`src/fplst_pkg.sv`:
```
// Shared types and constants for the far point pair lister.
`timescale 1ns / 1ps

package fplst_pkg;

  localparam int unsigned MAX_POINTS_DEF = 16;
  localparam int unsigned IDX_W          = 4;
  localparam int unsigned COORD_W        = 8;
  localparam int unsigned DIST_W         = 17;
  localparam int unsigned SQ_W           = 18;

  typedef enum logic [1:0] {
    RES_OK         = 2'd0,
    RES_FULL       = 2'd1,
    RES_NOT_LOADED = 2'd2
  } fplst_status_e;

  typedef enum logic [2:0] {
    ST_IDLE,
    ST_RESP,
    ST_QLAT,
    ST_SCAN,
    ST_FIN
  } fplst_state_e;

  typedef enum logic [1:0] {
    OUT_SINGLE,
    OUT_PEND_MORE,
    OUT_PEND_LAST
  } fplst_out_kind_e;

  typedef struct packed {
    logic            accept;
    logic            q_latch;
    logic            scan_step;
    logic            out_load;
    fplst_out_kind_e out_kind;
    logic            set_drained;
  } fplst_cmd_t;

  typedef struct packed {
    logic query;
    logic q_bad;
    logic q_drained;
    logic match;
    logic pend_valid;
    logic j_zero;
    logic out_free;
  } fplst_stat_t;

endpackage

```
`src/far_point_pair_lister_core.sv`:
```
// Top level of the far point pair lister: controller, datapath and checks.
`timescale 1ns / 1ps

// Usage: the input channel (in_valid_i / in_ready_o) carries one beat per item.
// mode_i 0 loads the point (x_coord_i, y_coord_i) at the next free index;
// mode_i 1 asks for every other loaded point whose squared distance to point
// query_index_i reaches the threshold, listed from the highest index down.
// Each item produces one or more result beats on the output channel
// (out_valid_o / out_ready_i); last_o marks the final beat of an item.
// A load, a rejected query or a query of a drained point passes through the
// response state, which loads its result once the output register is free.
// A query that scans reads the stored points one per cycle while the scan is
// not halted, through the single read port of the point memory, and the final
// beat is ready after the scan. The threshold is written through cfg_we_i /
// cfg_wdata_i while idle. A stalled receiver holds the output register; the
// scan halts when it finds a partner while the output register and the one
// pending partner are both occupied, and the input stays not ready until the
// final beat is loaded. Reset empties the store, clears the drained flags
// and the threshold, and drops any pending output beat.
module far_point_pair_lister_core #(
  parameter int unsigned MaxPoints = fplst_pkg::MAX_POINTS_DEF
) (
  input  logic                                clk_i,
  input  logic                                rst_ni,
  input  logic                                in_valid_i,
  output logic                                in_ready_o,
  input  logic                                mode_i,
  input  logic signed [fplst_pkg::COORD_W-1:0] x_coord_i,
  input  logic signed [fplst_pkg::COORD_W-1:0] y_coord_i,
  input  logic [fplst_pkg::IDX_W-1:0]         query_index_i,
  output logic                                out_valid_o,
  input  logic                                out_ready_i,
  output logic [fplst_pkg::IDX_W-1:0]         partner_index_o,
  output logic                                has_partner_o,
  output logic [1:0]                          status_o,
  output logic                                last_o,
  input  logic                                cfg_we_i,
  input  logic [fplst_pkg::DIST_W-1:0]        cfg_wdata_i
);

  fplst_pkg::fplst_cmd_t  cmd;
  fplst_pkg::fplst_stat_t stat;

  fplst_ctrl u_ctrl (
    .clk_i      (clk_i),
    .rst_ni     (rst_ni),
    .in_valid_i (in_valid_i),
    .in_ready_o (in_ready_o),
    .stat_i     (stat),
    .cmd_o      (cmd)
  );

  fplst_dp #(
    .MaxPoints (MaxPoints)
  ) u_dp (
    .clk_i           (clk_i),
    .rst_ni          (rst_ni),
    .mode_i          (mode_i),
    .x_coord_i       (x_coord_i),
    .y_coord_i       (y_coord_i),
    .query_index_i   (query_index_i),
    .cfg_we_i        (cfg_we_i),
    .cfg_wdata_i     (cfg_wdata_i),
    .cmd_i           (cmd),
    .stat_o          (stat),
    .out_valid_o     (out_valid_o),
    .out_ready_i     (out_ready_i),
    .partner_index_o (partner_index_o),
    .has_partner_o   (has_partner_o),
    .status_o        (status_o),
    .last_o          (last_o)
  );

  // A beat that is not the last of its item always names a partner.
  assert property (@(posedge clk_i) disable iff (!rst_ni)
    (out_valid_o && !last_o) |-> has_partner_o)
    else $error("non-final beat without a partner");

  // A beat without a partner carries index zero.
  assert property (@(posedge clk_i) disable iff (!rst_ni)
    (out_valid_o && !has_partner_o) |-> (partner_index_o == '0))
    else $error("partner index set on an empty beat");

  // Error statuses come only on single closing beats without a partner.
  assert property (@(posedge clk_i) disable iff (!rst_ni)
    (out_valid_o && (status_o != fplst_pkg::RES_OK)) |-> (last_o && !has_partner_o))
    else $error("error status on a partner beat");

  // New items are taken only when no output beat is being produced.
  assert property (@(posedge clk_i) disable iff (!rst_ni)
    (in_valid_i && in_ready_o) |-> !cmd.out_load)
    else $error("item accepted while an output beat is loaded");

endmodule

```
`src/fplst_ctrl.sv`:
```
// Controller state machine that sequences loads, queries and the partner scan.
`timescale 1ns / 1ps

module fplst_ctrl (
  input  logic                 clk_i,
  input  logic                 rst_ni,
  input  logic                 in_valid_i,
  output logic                 in_ready_o,
  input  fplst_pkg::fplst_stat_t stat_i,
  output fplst_pkg::fplst_cmd_t  cmd_o
);

  fplst_pkg::fplst_state_e state_q, state_d;

  always_ff @(posedge clk_i or negedge rst_ni) begin
    if (!rst_ni) begin
      state_q <= fplst_pkg::ST_IDLE;
    end else begin
      state_q <= state_d;
    end
  end

  always_comb begin
    state_d = state_q;
    case (state_q)
      fplst_pkg::ST_IDLE: begin
        if (in_valid_i) begin
          if (!stat_i.query || stat_i.q_bad || stat_i.q_drained) begin
            state_d = fplst_pkg::ST_RESP;
          end else begin
            state_d = fplst_pkg::ST_QLAT;
          end
        end
      end
      fplst_pkg::ST_RESP: begin
        if (stat_i.out_free) begin
          state_d = fplst_pkg::ST_IDLE;
        end
      end
      fplst_pkg::ST_QLAT: begin
        state_d = fplst_pkg::ST_SCAN;
      end
      fplst_pkg::ST_SCAN: begin
        if (!(stat_i.match && stat_i.pend_valid && !stat_i.out_free) && stat_i.j_zero) begin
          state_d = fplst_pkg::ST_FIN;
        end
      end
      fplst_pkg::ST_FIN: begin
        if (stat_i.out_free) begin
          state_d = fplst_pkg::ST_IDLE;
        end
      end
      default: state_d = fplst_pkg::ST_IDLE;
    endcase
  end

  always_comb begin
    in_ready_o        = 1'b0;
    cmd_o             = '0;
    cmd_o.out_kind    = fplst_pkg::OUT_SINGLE;
    case (state_q)
      fplst_pkg::ST_IDLE: begin
        in_ready_o   = 1'b1;
        cmd_o.accept = in_valid_i;
      end
      fplst_pkg::ST_RESP: begin
        cmd_o.out_load = stat_i.out_free;
      end
      fplst_pkg::ST_QLAT: begin
        cmd_o.q_latch = 1'b1;
      end
      fplst_pkg::ST_SCAN: begin
        cmd_o.scan_step = !(stat_i.match && stat_i.pend_valid && !stat_i.out_free);
        cmd_o.out_load  = cmd_o.scan_step && stat_i.match && stat_i.pend_valid;
        cmd_o.out_kind  = fplst_pkg::OUT_PEND_MORE;
      end
      fplst_pkg::ST_FIN: begin
        cmd_o.out_load    = stat_i.out_free;
        cmd_o.set_drained = stat_i.out_free;
        cmd_o.out_kind    = stat_i.pend_valid ? fplst_pkg::OUT_PEND_LAST
                                              : fplst_pkg::OUT_SINGLE;
      end
      default: begin
        in_ready_o = 1'b0;
      end
    endcase
  end

endmodule

```
`src/fplst_dp.sv`:
```
// Datapath: point memory, drained flags, distance unit and output register.
`timescale 1ns / 1ps

module fplst_dp #(
  parameter int unsigned MaxPoints = fplst_pkg::MAX_POINTS_DEF
) (
  input  logic                                clk_i,
  input  logic                                rst_ni,
  input  logic                                mode_i,
  input  logic signed [fplst_pkg::COORD_W-1:0] x_coord_i,
  input  logic signed [fplst_pkg::COORD_W-1:0] y_coord_i,
  input  logic [fplst_pkg::IDX_W-1:0]         query_index_i,
  input  logic                                cfg_we_i,
  input  logic [fplst_pkg::DIST_W-1:0]        cfg_wdata_i,
  input  fplst_pkg::fplst_cmd_t               cmd_i,
  output fplst_pkg::fplst_stat_t              stat_o,
  output logic                                out_valid_o,
  input  logic                                out_ready_i,
  output logic [fplst_pkg::IDX_W-1:0]         partner_index_o,
  output logic                                has_partner_o,
  output logic [1:0]                          status_o,
  output logic                                last_o
);

  localparam int unsigned AW   = (MaxPoints > 1) ? $clog2(MaxPoints) : 1;
  localparam int unsigned CW   = $clog2(MaxPoints + 1);
  localparam int unsigned CmpW = ((CW > fplst_pkg::IDX_W) ? CW : fplst_pkg::IDX_W) + 1;

  logic [fplst_pkg::COORD_W-1:0] mem_x_q [MaxPoints];
  logic [fplst_pkg::COORD_W-1:0] mem_y_q [MaxPoints];
  logic [fplst_pkg::COORD_W-1:0] rd_x_q, rd_y_q;
  logic [AW-1:0]                 rd_addr;

  logic [CW-1:0]                 count_q, count_d;
  logic [MaxPoints-1:0]          drained_q, drained_d;
  logic [fplst_pkg::DIST_W-1:0]  dist_min_q, dist_min_d;
  fplst_pkg::fplst_status_e      resp_status_q, resp_status_d;
  logic [AW-1:0]                 q_idx_q, q_idx_d;
  logic [fplst_pkg::COORD_W-1:0] qx_q, qx_d, qy_q, qy_d;
  logic [AW-1:0]                 j_q, j_d;
  logic [AW-1:0]                 pend_q, pend_d;
  logic                          pend_valid_q, pend_valid_d;

  logic                          out_valid_q, out_valid_d;
  logic [fplst_pkg::IDX_W-1:0]   out_partner_q, out_partner_d;
  logic                          out_has_q, out_has_d;
  fplst_pkg::fplst_status_e      out_status_q, out_status_d;
  logic                          out_last_q, out_last_d;

  logic                          full;
  logic                          q_bad;
  logic [AW-1:0]                 q_addr;
  logic signed [fplst_pkg::COORD_W:0] dx, dy;
  logic signed [fplst_pkg::SQ_W-1:0]  dx2, dy2;
  logic [fplst_pkg::SQ_W-1:0]    dist_sq;
  logic                          match;
  logic                          out_free;

  assign full   = (count_q == CW'(MaxPoints));
  assign q_bad  = (CmpW'(query_index_i) >= CmpW'(count_q));
  assign q_addr = AW'(query_index_i);

  assign dx      = $signed({qx_q[fplst_pkg::COORD_W-1], qx_q})
                 - $signed({rd_x_q[fplst_pkg::COORD_W-1], rd_x_q});
  assign dy      = $signed({qy_q[fplst_pkg::COORD_W-1], qy_q})
                 - $signed({rd_y_q[fplst_pkg::COORD_W-1], rd_y_q});
  assign dx2     = dx * dx;
  assign dy2     = dy * dy;
  assign dist_sq = $unsigned(dx2) + $unsigned(dy2);
  assign match   = (j_q != q_idx_q) && (dist_sq >= {1'b0, dist_min_q});

  assign out_free = !out_valid_q || out_ready_i;

  assign stat_o.query      = mode_i;
  assign stat_o.q_bad      = q_bad;
  assign stat_o.q_drained  = q_bad ? 1'b0 : drained_q[q_addr];
  assign stat_o.match      = match;
  assign stat_o.pend_valid = pend_valid_q;
  assign stat_o.j_zero     = (j_q == '0);
  assign stat_o.out_free   = out_free;

  always_comb begin
    if (cmd_i.accept) begin
      rd_addr = q_addr;
    end else if (cmd_i.q_latch) begin
      rd_addr = AW'(count_q - CW'(1));
    end else if (cmd_i.scan_step && (j_q != '0)) begin
      rd_addr = j_q - AW'(1);
    end else begin
      rd_addr = j_q;
    end
  end

  always_ff @(posedge clk_i) begin
    if (cmd_i.accept && !mode_i && !full) begin
      mem_x_q[AW'(count_q)] <= x_coord_i;
      mem_y_q[AW'(count_q)] <= y_coord_i;
    end
    rd_x_q <= mem_x_q[rd_addr];
    rd_y_q <= mem_y_q[rd_addr];
  end

  always_comb begin
    count_d       = count_q;
    drained_d     = drained_q;
    dist_min_d    = cfg_we_i ? cfg_wdata_i : dist_min_q;
    resp_status_d = resp_status_q;
    q_idx_d       = q_idx_q;
    qx_d          = qx_q;
    qy_d          = qy_q;
    j_d           = j_q;
    pend_d        = pend_q;
    pend_valid_d  = pend_valid_q;

    if (cmd_i.accept) begin
      q_idx_d = q_addr;
      if (!mode_i) begin
        resp_status_d = full ? fplst_pkg::RES_FULL : fplst_pkg::RES_OK;
        if (!full) begin
          count_d = count_q + CW'(1);
        end
      end else begin
        resp_status_d = q_bad ? fplst_pkg::RES_NOT_LOADED : fplst_pkg::RES_OK;
      end
    end
    if (cmd_i.q_latch) begin
      qx_d         = rd_x_q;
      qy_d         = rd_y_q;
      j_d          = AW'(count_q - CW'(1));
      pend_valid_d = 1'b0;
    end
    if (cmd_i.scan_step) begin
      if (j_q != '0) begin
        j_d = j_q - AW'(1);
      end
      if (match) begin
        pend_d       = j_q;
        pend_valid_d = 1'b1;
      end
    end
    if (cmd_i.set_drained) begin
      drained_d[q_idx_q] = 1'b1;
    end
  end

  always_comb begin
    out_valid_d   = out_valid_q;
    out_partner_d = out_partner_q;
    out_has_d     = out_has_q;
    out_status_d  = out_status_q;
    out_last_d    = out_last_q;
    if (cmd_i.out_load) begin
      out_valid_d = 1'b1;
      case (cmd_i.out_kind)
        fplst_pkg::OUT_SINGLE: begin
          out_partner_d = '0;
          out_has_d     = 1'b0;
          out_status_d  = resp_status_q;
          out_last_d    = 1'b1;
        end
        fplst_pkg::OUT_PEND_MORE: begin
          out_partner_d = fplst_pkg::IDX_W'(pend_q);
          out_has_d     = 1'b1;
          out_status_d  = fplst_pkg::RES_OK;
          out_last_d    = 1'b0;
        end
        fplst_pkg::OUT_PEND_LAST: begin
          out_partner_d = fplst_pkg::IDX_W'(pend_q);
          out_has_d     = 1'b1;
          out_status_d  = fplst_pkg::RES_OK;
          out_last_d    = 1'b1;
        end
        default: begin
          out_valid_d = 1'b0;
        end
      endcase
    end else if (out_ready_i) begin
      out_valid_d = 1'b0;
    end
  end

  always_ff @(posedge clk_i or negedge rst_ni) begin
    if (!rst_ni) begin
      count_q      <= '0;
      drained_q    <= '0;
      dist_min_q   <= '0;
      pend_valid_q <= 1'b0;
      out_valid_q  <= 1'b0;
    end else begin
      count_q      <= count_d;
      drained_q    <= drained_d;
      dist_min_q   <= dist_min_d;
      pend_valid_q <= pend_valid_d;
      out_valid_q  <= out_valid_d;
    end
  end

  always_ff @(posedge clk_i) begin
    resp_status_q <= resp_status_d;
    q_idx_q       <= q_idx_d;
    qx_q          <= qx_d;
    qy_q          <= qy_d;
    j_q           <= j_d;
    pend_q        <= pend_d;
    out_partner_q <= out_partner_d;
    out_has_q     <= out_has_d;
    out_status_q  <= out_status_d;
    out_last_q    <= out_last_d;
  end

  assign out_valid_o     = out_valid_q;
  assign partner_index_o = out_partner_q;
  assign has_partner_o   = out_has_q;
  assign status_o        = out_status_q;
  assign last_o          = out_last_q;

endmodule

```
`config.mk`:
```
export PLATFORM = sky130hd
export DESIGN_NAME = far_point_pair_lister_core
export DESIGN_NICKNAME = d
export VERILOG_FILES = /design/src/fplst_pkg.sv /design/src/far_point_pair_lister_core.sv /design/src/fplst_ctrl.sv /design/src/fplst_dp.sv
export SDC_FILE = /design/constraint.sdc
export NUM_CORES = 1
export LEC_CHECK = 0
export BUFFER_PORTS_ARGS = -buffer_cell sky130_fd_sc_hd__clkbuf_2
export CAP_MARGIN = 20
export CORE_MARGIN = 2
export CORE_UTILIZATION = 70
export CTS_BUF_LIST = sky130_fd_sc_hd__clkbuf_4
export CTS_CLUSTER_DIAMETER = 30
export DETAILED_ROUTE_END_ITERATION = 10
export GPL_ROUTABILITY_DRIVEN = 0
export PLACE_DENSITY_LB_ADDON = 0.12
export SYNTH_ARGS = -nofsm -noshare
export SYNTH_HDL_FRONTEND = slang
export SYNTH_SLANG_ARGS = --single-unit
```
`constraint.sdc`:
```
create_clock -name clk_i -period 30.5 [get_ports clk_i]
set_input_delay 1.525 -clock clk_i [delete_from_list [all_inputs] [get_ports clk_i]]
set_output_delay 1.525 -clock clk_i [all_outputs]
set_load 0.1 [all_outputs]
```
==> results.py, run 1 <==
metrics = {
    "timing": {
        "fmax_ghz": 0.0848,
        "hold_viol": 0,
        "period_share": 0.387,
        "tns_ns": 0,
        "slew_viol_final": 0,
        "hold_slack_ns": 0.443,
        "min_period_ns": 11.79,
        "slew-limit-headroom": 0.258,
        "worst_pin_slew_ns": 1.11,
        "rsz0062_at_grt": "no",
        "setup-violations-final": 0,
        "skew_ns": 0.0779,
    },
    "worst_setup_path": {
        "r2r_start": "u_dp.qx_q[0]$_DFFE_PP_",
        "cp_slowest_cell": "buf_4",
        "critPathKind": "register to register",
        "cp.arrival_ns": 12.39,
        "cp_max_fo": 65,
        "start_kind": "register",
        "cp.required_ns": 31.10,
        "crit_buf_inv": 10,
        "cpLargestDelayFamily": "adder cells",
        "max_stage_delay_ns": 0.65,
        "worstSetupStartpoint": "u_dp.qx_q[0]$_DFFE_PP_",
        "end_kind": "register",
    },
    "global_routing": {
        "grt_overflow": 0,
        "antenna_found_initial": 3,
        "grt_usage": 0.314,
        "grt_pass1_wl_mm": 73.9,
        "grt_pass1_vias": 14000,
        "grt_max_degree": 97,
    },
    "route": {
        "drt_iter0_markers": 1005,
        "vias": 13500,
        "viasPerCell": 6.04,
        "wl_mm": 46.2,
        "drc": 0,
        "wire_per_inst_um": 20.6,
        "dr.pass1.iters": 5,
        "ant_nets": 0,
    },
    "floorplanning": {
        "initial_core_util": 0.714,
        "core_area_um2": 28900,
        "chipWidth_um": 176,
        "dieHeight_um": 176,
        "die_area_um2": 30800,
        "ioPinCount": 53,
        "fp-row-count": 62,
    },
    "synth": {
        "netlist.top_cell.by_area": "edfxtp_1",
        "ys_top_cells_by_count": "edfxtp_1, inv_1, fa_1",
        "synth_warnings": 0,
        "synth-edff-count": 290,
        "synth_area_leaders": "edfxtp_1, fa_1, ha_1",
        "avgSynthCellArea_um2": 12.3,
        "synth-main-ff-cell": "edfxtp_1",
        "syn_inst": 1677,
        "synth_nets": 1981,
        "synth_top_area_frac": 0.423,
        "synthArstFlopShare": 0.122,
        "synth_area_um2": 20600,
        "ys_seq_area_frac": 0.494,
        "yosysMostFrequentCell": "edfxtp_1",
        "ys_ff_latch": 353,
        "synth_cell_types": 61,
    },
    "outcome": {
        "status": "finished clean",
    },
    "cts": {
        "clock_latency_ns": 0.77,
        "cts_setup_buffers": 0,
        "ctsHtreeMaxLevel": 3,
        "cts_tree": "yes",
        "clock_sinks": 353,
        "ctsHoldBuffers": 0,
        "ctsResizeCount": 0,
        "root_buffer": "clkbuf_4",
        "numCtsBuffers": 88,
        "clockBufferDepth": 3,
        "clk_pin_slew_ns": 0.07,
    },
    "flow_run": {
        "maxCapViolCount": 0,
    },
    "cells_and_area": {
        "drive_gt1_frac": 0.184,
        "finalNetCount": 2085,
        "fillerInstances": 1829,
        "area_growth_pct": 9.58,
    },
    "place": {
        "dp_hpwl_mm": 30.4,
        "io_buffers": 52,
    },
    "worst_hold_path": {
        "hp-start": "u_dp.rd_x_q[1]$_DFF_P_",
        "hold_path.class": "register to register",
    },
}
sequential cells by signal (all words and copies together), names as in the netlist, 3 cells and up:
signal,count
u_ctrl.state_q,3
u_dp.count_q,5
u_dp.dist_min_q,17
u_dp.drained_q,16
u_dp.j_q,4
u_dp.mem_x_q,128
u_dp.mem_y_q,128
u_dp.partner_index_o,4
u_dp.pend_q,4
u_dp.q_idx_q,4
u_dp.qx_q,8
u_dp.qy_q,8
u_dp.rd_x_q,8
u_dp.rd_y_q,8
metal layers:
layer,track usage,part of all wire
met3,0.0504,0.081
met4,0.145,0.042
met1,0.408,0.39
met5,0,0.00028
met2,0.525,0.49
layout by cell type (no fill, tap or decap), drive strengths merged, types with 27 or more instances in the layout:
cell / synthesis / final
dfrtp: 43 / 43
o21ai: 92 / 92
inv: 234 / 237
clkbuf: 39 / 189
mux2: 66 / 66
fa: 143 / 143
nand3: 135 / 135
ha: 118 / 118
edfxtp: 290 / 290
a21oi: 27 / 27
xnor2: 40 / 40
nand2: 89 / 89
o211ai: 65 / 65
buf: 27 / 28
nor2: 69 / 69
metrics by stage:
step                      area (um^2)  utilization  worst slack [ns]  cells
after floorplan                 20600            -             20.09   1677
after global placement          21300        0.739             19.06   2074
after detailed placement        21300        0.739             18.72   2074
after CTS                       22500        0.781             18.69   2239
after global routing            22600        0.782             17.83   2241
final                           22600        0.782             18.71   2241
cells by family after synthesis:
kind of cell / synth area share
multiplexers: 0.0416
flip-flops: 0.494
AO/OA/AOI/OAI: 0.0865
adder cells (fa/ha/maj): 0.211
AND/OR/NAND/NOR: 0.0865
XOR/XNOR: 0.0227
buffers and inverters: 0.0576
worst paths after layout:
path | to | slack [ns] | cells after the start
worst max-delay path | u_dp.rd_x_q[6]$_DFF_P_ | 18.71 | 43
worst min-delay path | u_dp.qx_q[1]$_DFFE_PP_ | 0.44 | 0
worst max register to register | u_dp.rd_x_q[6]$_DFF_P_ | 18.71 | 43
worst min register to register | u_dp.qx_q[1]$_DFFE_PP_ | 0.44 | 0
max in group asynchronous | u_dp.dist_min_q[0]$_DFFE_PN0P_ | 29.23 | 2
min in group asynchronous | u_dp.count_q[2]$_DFFE_PN0P_ | 0.74 | 1
area by class of cell:
type | instances | area (um^2) | area share
flip-flops and latches | 353 | 10200 | 0.451
clock buffers | 137 | 1030 | 0.0456
clock inverters | 28 | 186 | 0.00826
inverters | 237 | 890 | 0.0394
well taps | 384 | 480 | 0.0213
diodes | 1 | 2.50 | 0.000111
repair buffers | 80 | 483 | 0.0214
multi-input cells | 1021 | 9320 | 0.413
Power of run 1 is not shown: default switching activity piles up to over one toggle a cycle in this logic, so the estimate is an artifact.
==> run 2: changes to the inputs <==
CORE_UTILIZATION = 65   (was 70)
clock period = 11.25 ns   (was 30.5 ns; I/O delays follow)
==> run 2 against run 1 <==
Effect of this change:
- cell area is 1.5% higher
- sequential share of layout area fell by 0.65 points
- clock skew fell by 0.011 ns
- count of clock-buffer cells in the layout increased by 2
- first-iteration DRC count rose by 5.6%
==> results.py, run 2 (same netlist as run 1, synthesis figures left out) <==
metrics = {
    "outcome": {
        "status": "finished clean",
    },
    "route": {
        "wl_met2_mm": 23.1,
        "drt_iter0_markers": 1061,
        "drc": 0,
        "wire_per_inst_um": 20.2,
        "wl_mm": 46.1,
        "ant_nets": 0,
        "drt-met1-wl_mm": 18.1,
        "wl_met3_mm": 3.40,
        "vias": 13500,
        "dr.pass1.iters": 5,
        "viasPerCell": 5.93,
        "top_layer": "met5",
    },
    "cells_and_area": {
        "drive_gt1_frac": 0.193,
        "area_growth_pct": 11.2,
        "fillerInstances": 2187,
        "final_cell_mix": "edfxtp_1, inv_1, fa_1, clkbuf_4, nand3_1",
        "finalNetCount": 2113,
        "reg_top3": "u_dp.mem_x_q (128), u_dp.mem_y_q (128), u_dp.dist_min_q (17)",
        "fin_util": 0.730,
        "final_common_cell": "edfxtp_1",
    },
    "timing": {
        "period_share": 0.942,
        "fmax_ghz": 0.0943,
        "skew_ns": 0.0672,
        "rsz0062_at_grt": "no",
        "worst_pin_slew_ns": 0.984,
        "min_period_ns": 10.60,
        "hold_viol": 0,
        "setup-violations-final": 0,
        "slew_viol_final": 0,
        "tns_ns": 0,
        "slew-limit-headroom": 0.344,
    },
    "place": {
        "io_buffers": 52,
        "dp_hpwl_mm": 31.0,
    },
    "worst_hold_path": {
        "hold_path.class": "input pin to register",
    },
    "worst_setup_path": {
        "cp_max_fo": 21,
        "cp.required_ns": 11.90,
        "crit_path_frequent_cell": "inv_1",
        "cp_slowest_cell": "fa_1",
        "critPathKind": "register to register",
        "cp.arrival_ns": 11.25,
        "end_kind": "register",
        "max_stage_delay_ns": 0.53,
        "start_kind": "register",
    },
    "floorplanning": {
        "dieHeight_um": 182,
        "die_area_um2": 33100,
        "core_area_um2": 31400,
        "chipWidth_um": 182,
        "fp-row-count": 65,
        "ioPinCount": 53,
        "initial_core_util": 0.656,
    },
    "global_routing": {
        "grt_usage": 0.290,
        "grt_max_degree": 65,
        "antenna_found_initial": 3,
        "grt_overflow": 0,
        "grt_pass1_wl_mm": 73.3,
        "grt_pass1_vias": 13900,
    },
    "flow_run": {
        "maxCapViolCount": 0,
    },
    "cts": {
        "cts_tree": "yes",
        "clk_pin_slew_ns": 0.07,
        "clock_sinks": 353,
        "numCtsBuffers": 90,
        "clockBufferDepth": 3,
        "clock_latency_ns": 0.80,
        "root_buffer": "clkbuf_4",
        "ctsHtreeMaxLevel": 3,
    },
}
run 2: cell count changes in the layout (fill, tap and decap cells not counted), sizes merged:
| cell | previous run | this run |
|---|---|---|
| clkinv | 25 | 24 |
| dlygate4sd3 | 0 | 14 |
| clkbuf | 189 | 191 |
| and3 | 6 | 7 |
| buf | 28 | 39 |
| diode | 1 | 2 |
| clkinvlp | 2 | 1 |
run 2: worst paths after layout:
kind	startpoint	to	slack, ns	cells past startpoint
max in group asynchronous	rst_ni	u_dp.dist_min_q[11]$_DFFE_PN0P_	10.47	3
min reg2reg	u_dp.rd_x_q[1]$_DFF_P_	u_dp.qx_q[1]$_DFFE_PP_	0.44	0
min in group asynchronous	rst_ni	u_dp.drained_q[10]$_DFFE_PN0P_	0.23	2
max	u_dp.qy_q[0]$_DFFE_PP_	u_dp.rd_x_q[1]$_DFF_P_	0.65	46
min	cfg_wdata_i[1]	u_dp.dist_min_q[1]$_DFFE_PN0P_	0.06	3
max reg2reg	u_dp.qy_q[0]$_DFFE_PP_	u_dp.rd_x_q[1]$_DFF_P_	0.65	46
run 2: final cells by class:
type,count,area (um^2),area share
Sequential cell,353,10200,0.445
Multi-Input combinational cell,1022,9350,0.408
Clock buffer,139,1040,0.0456
Inverter,237,890,0.0388
Timing Repair Buffer,105,787,0.0344
Tap cell,402,503,0.0220
Clock inverter,26,144,0.00628
Antenna cell,2,5.00,0.000219
run 2: repair_timing:
| action | CTS | global route |
|---|---|---|
| endpoints found under the hold margin | 38 | 0 |
| buffers inserted | 0 | 4 |
| endpoints found under the setup margin | 0 | 24 |
| gates resized for setup | 0 | 6 |
| hold buffers | 14 | 0 |
run 2: per-stage QoR:
stage	hold WS, ns	instance area (um^2)	std cells	setup WS [ns]
after floorplan	0.267	20600	1677	0.844
after global placement	0.419	21400	2096	0.795
after detailed placement	0.421	21500	2098	0.612
after CTS	0.00298	22800	2277	0.561
after global routing	0.0362	22900	2286	0.0116
final	0.0596	22900	2286	0.647
run 2: worst max-delay path, delay by kind of cell (launching register included):
family / cells / cell delay (ns)
simple gates: 5 / 0.89
fa+ha+maj: 11 / 4.65
xor+xnor: 2 / 0.45
compound gates: 17 / 2.96
flops: 1 / 0.37
buf+inv: 11 / 1.11
run 2: metal layers:
layer  global-route usage  vias to the layer above
met5                    0                        -
met4                0.111                        2
met3               0.0586                       97
met2                0.494                      549
met1                0.370                     6716
li1                     -                     6185
Power of run 2 is left out for the same reason.
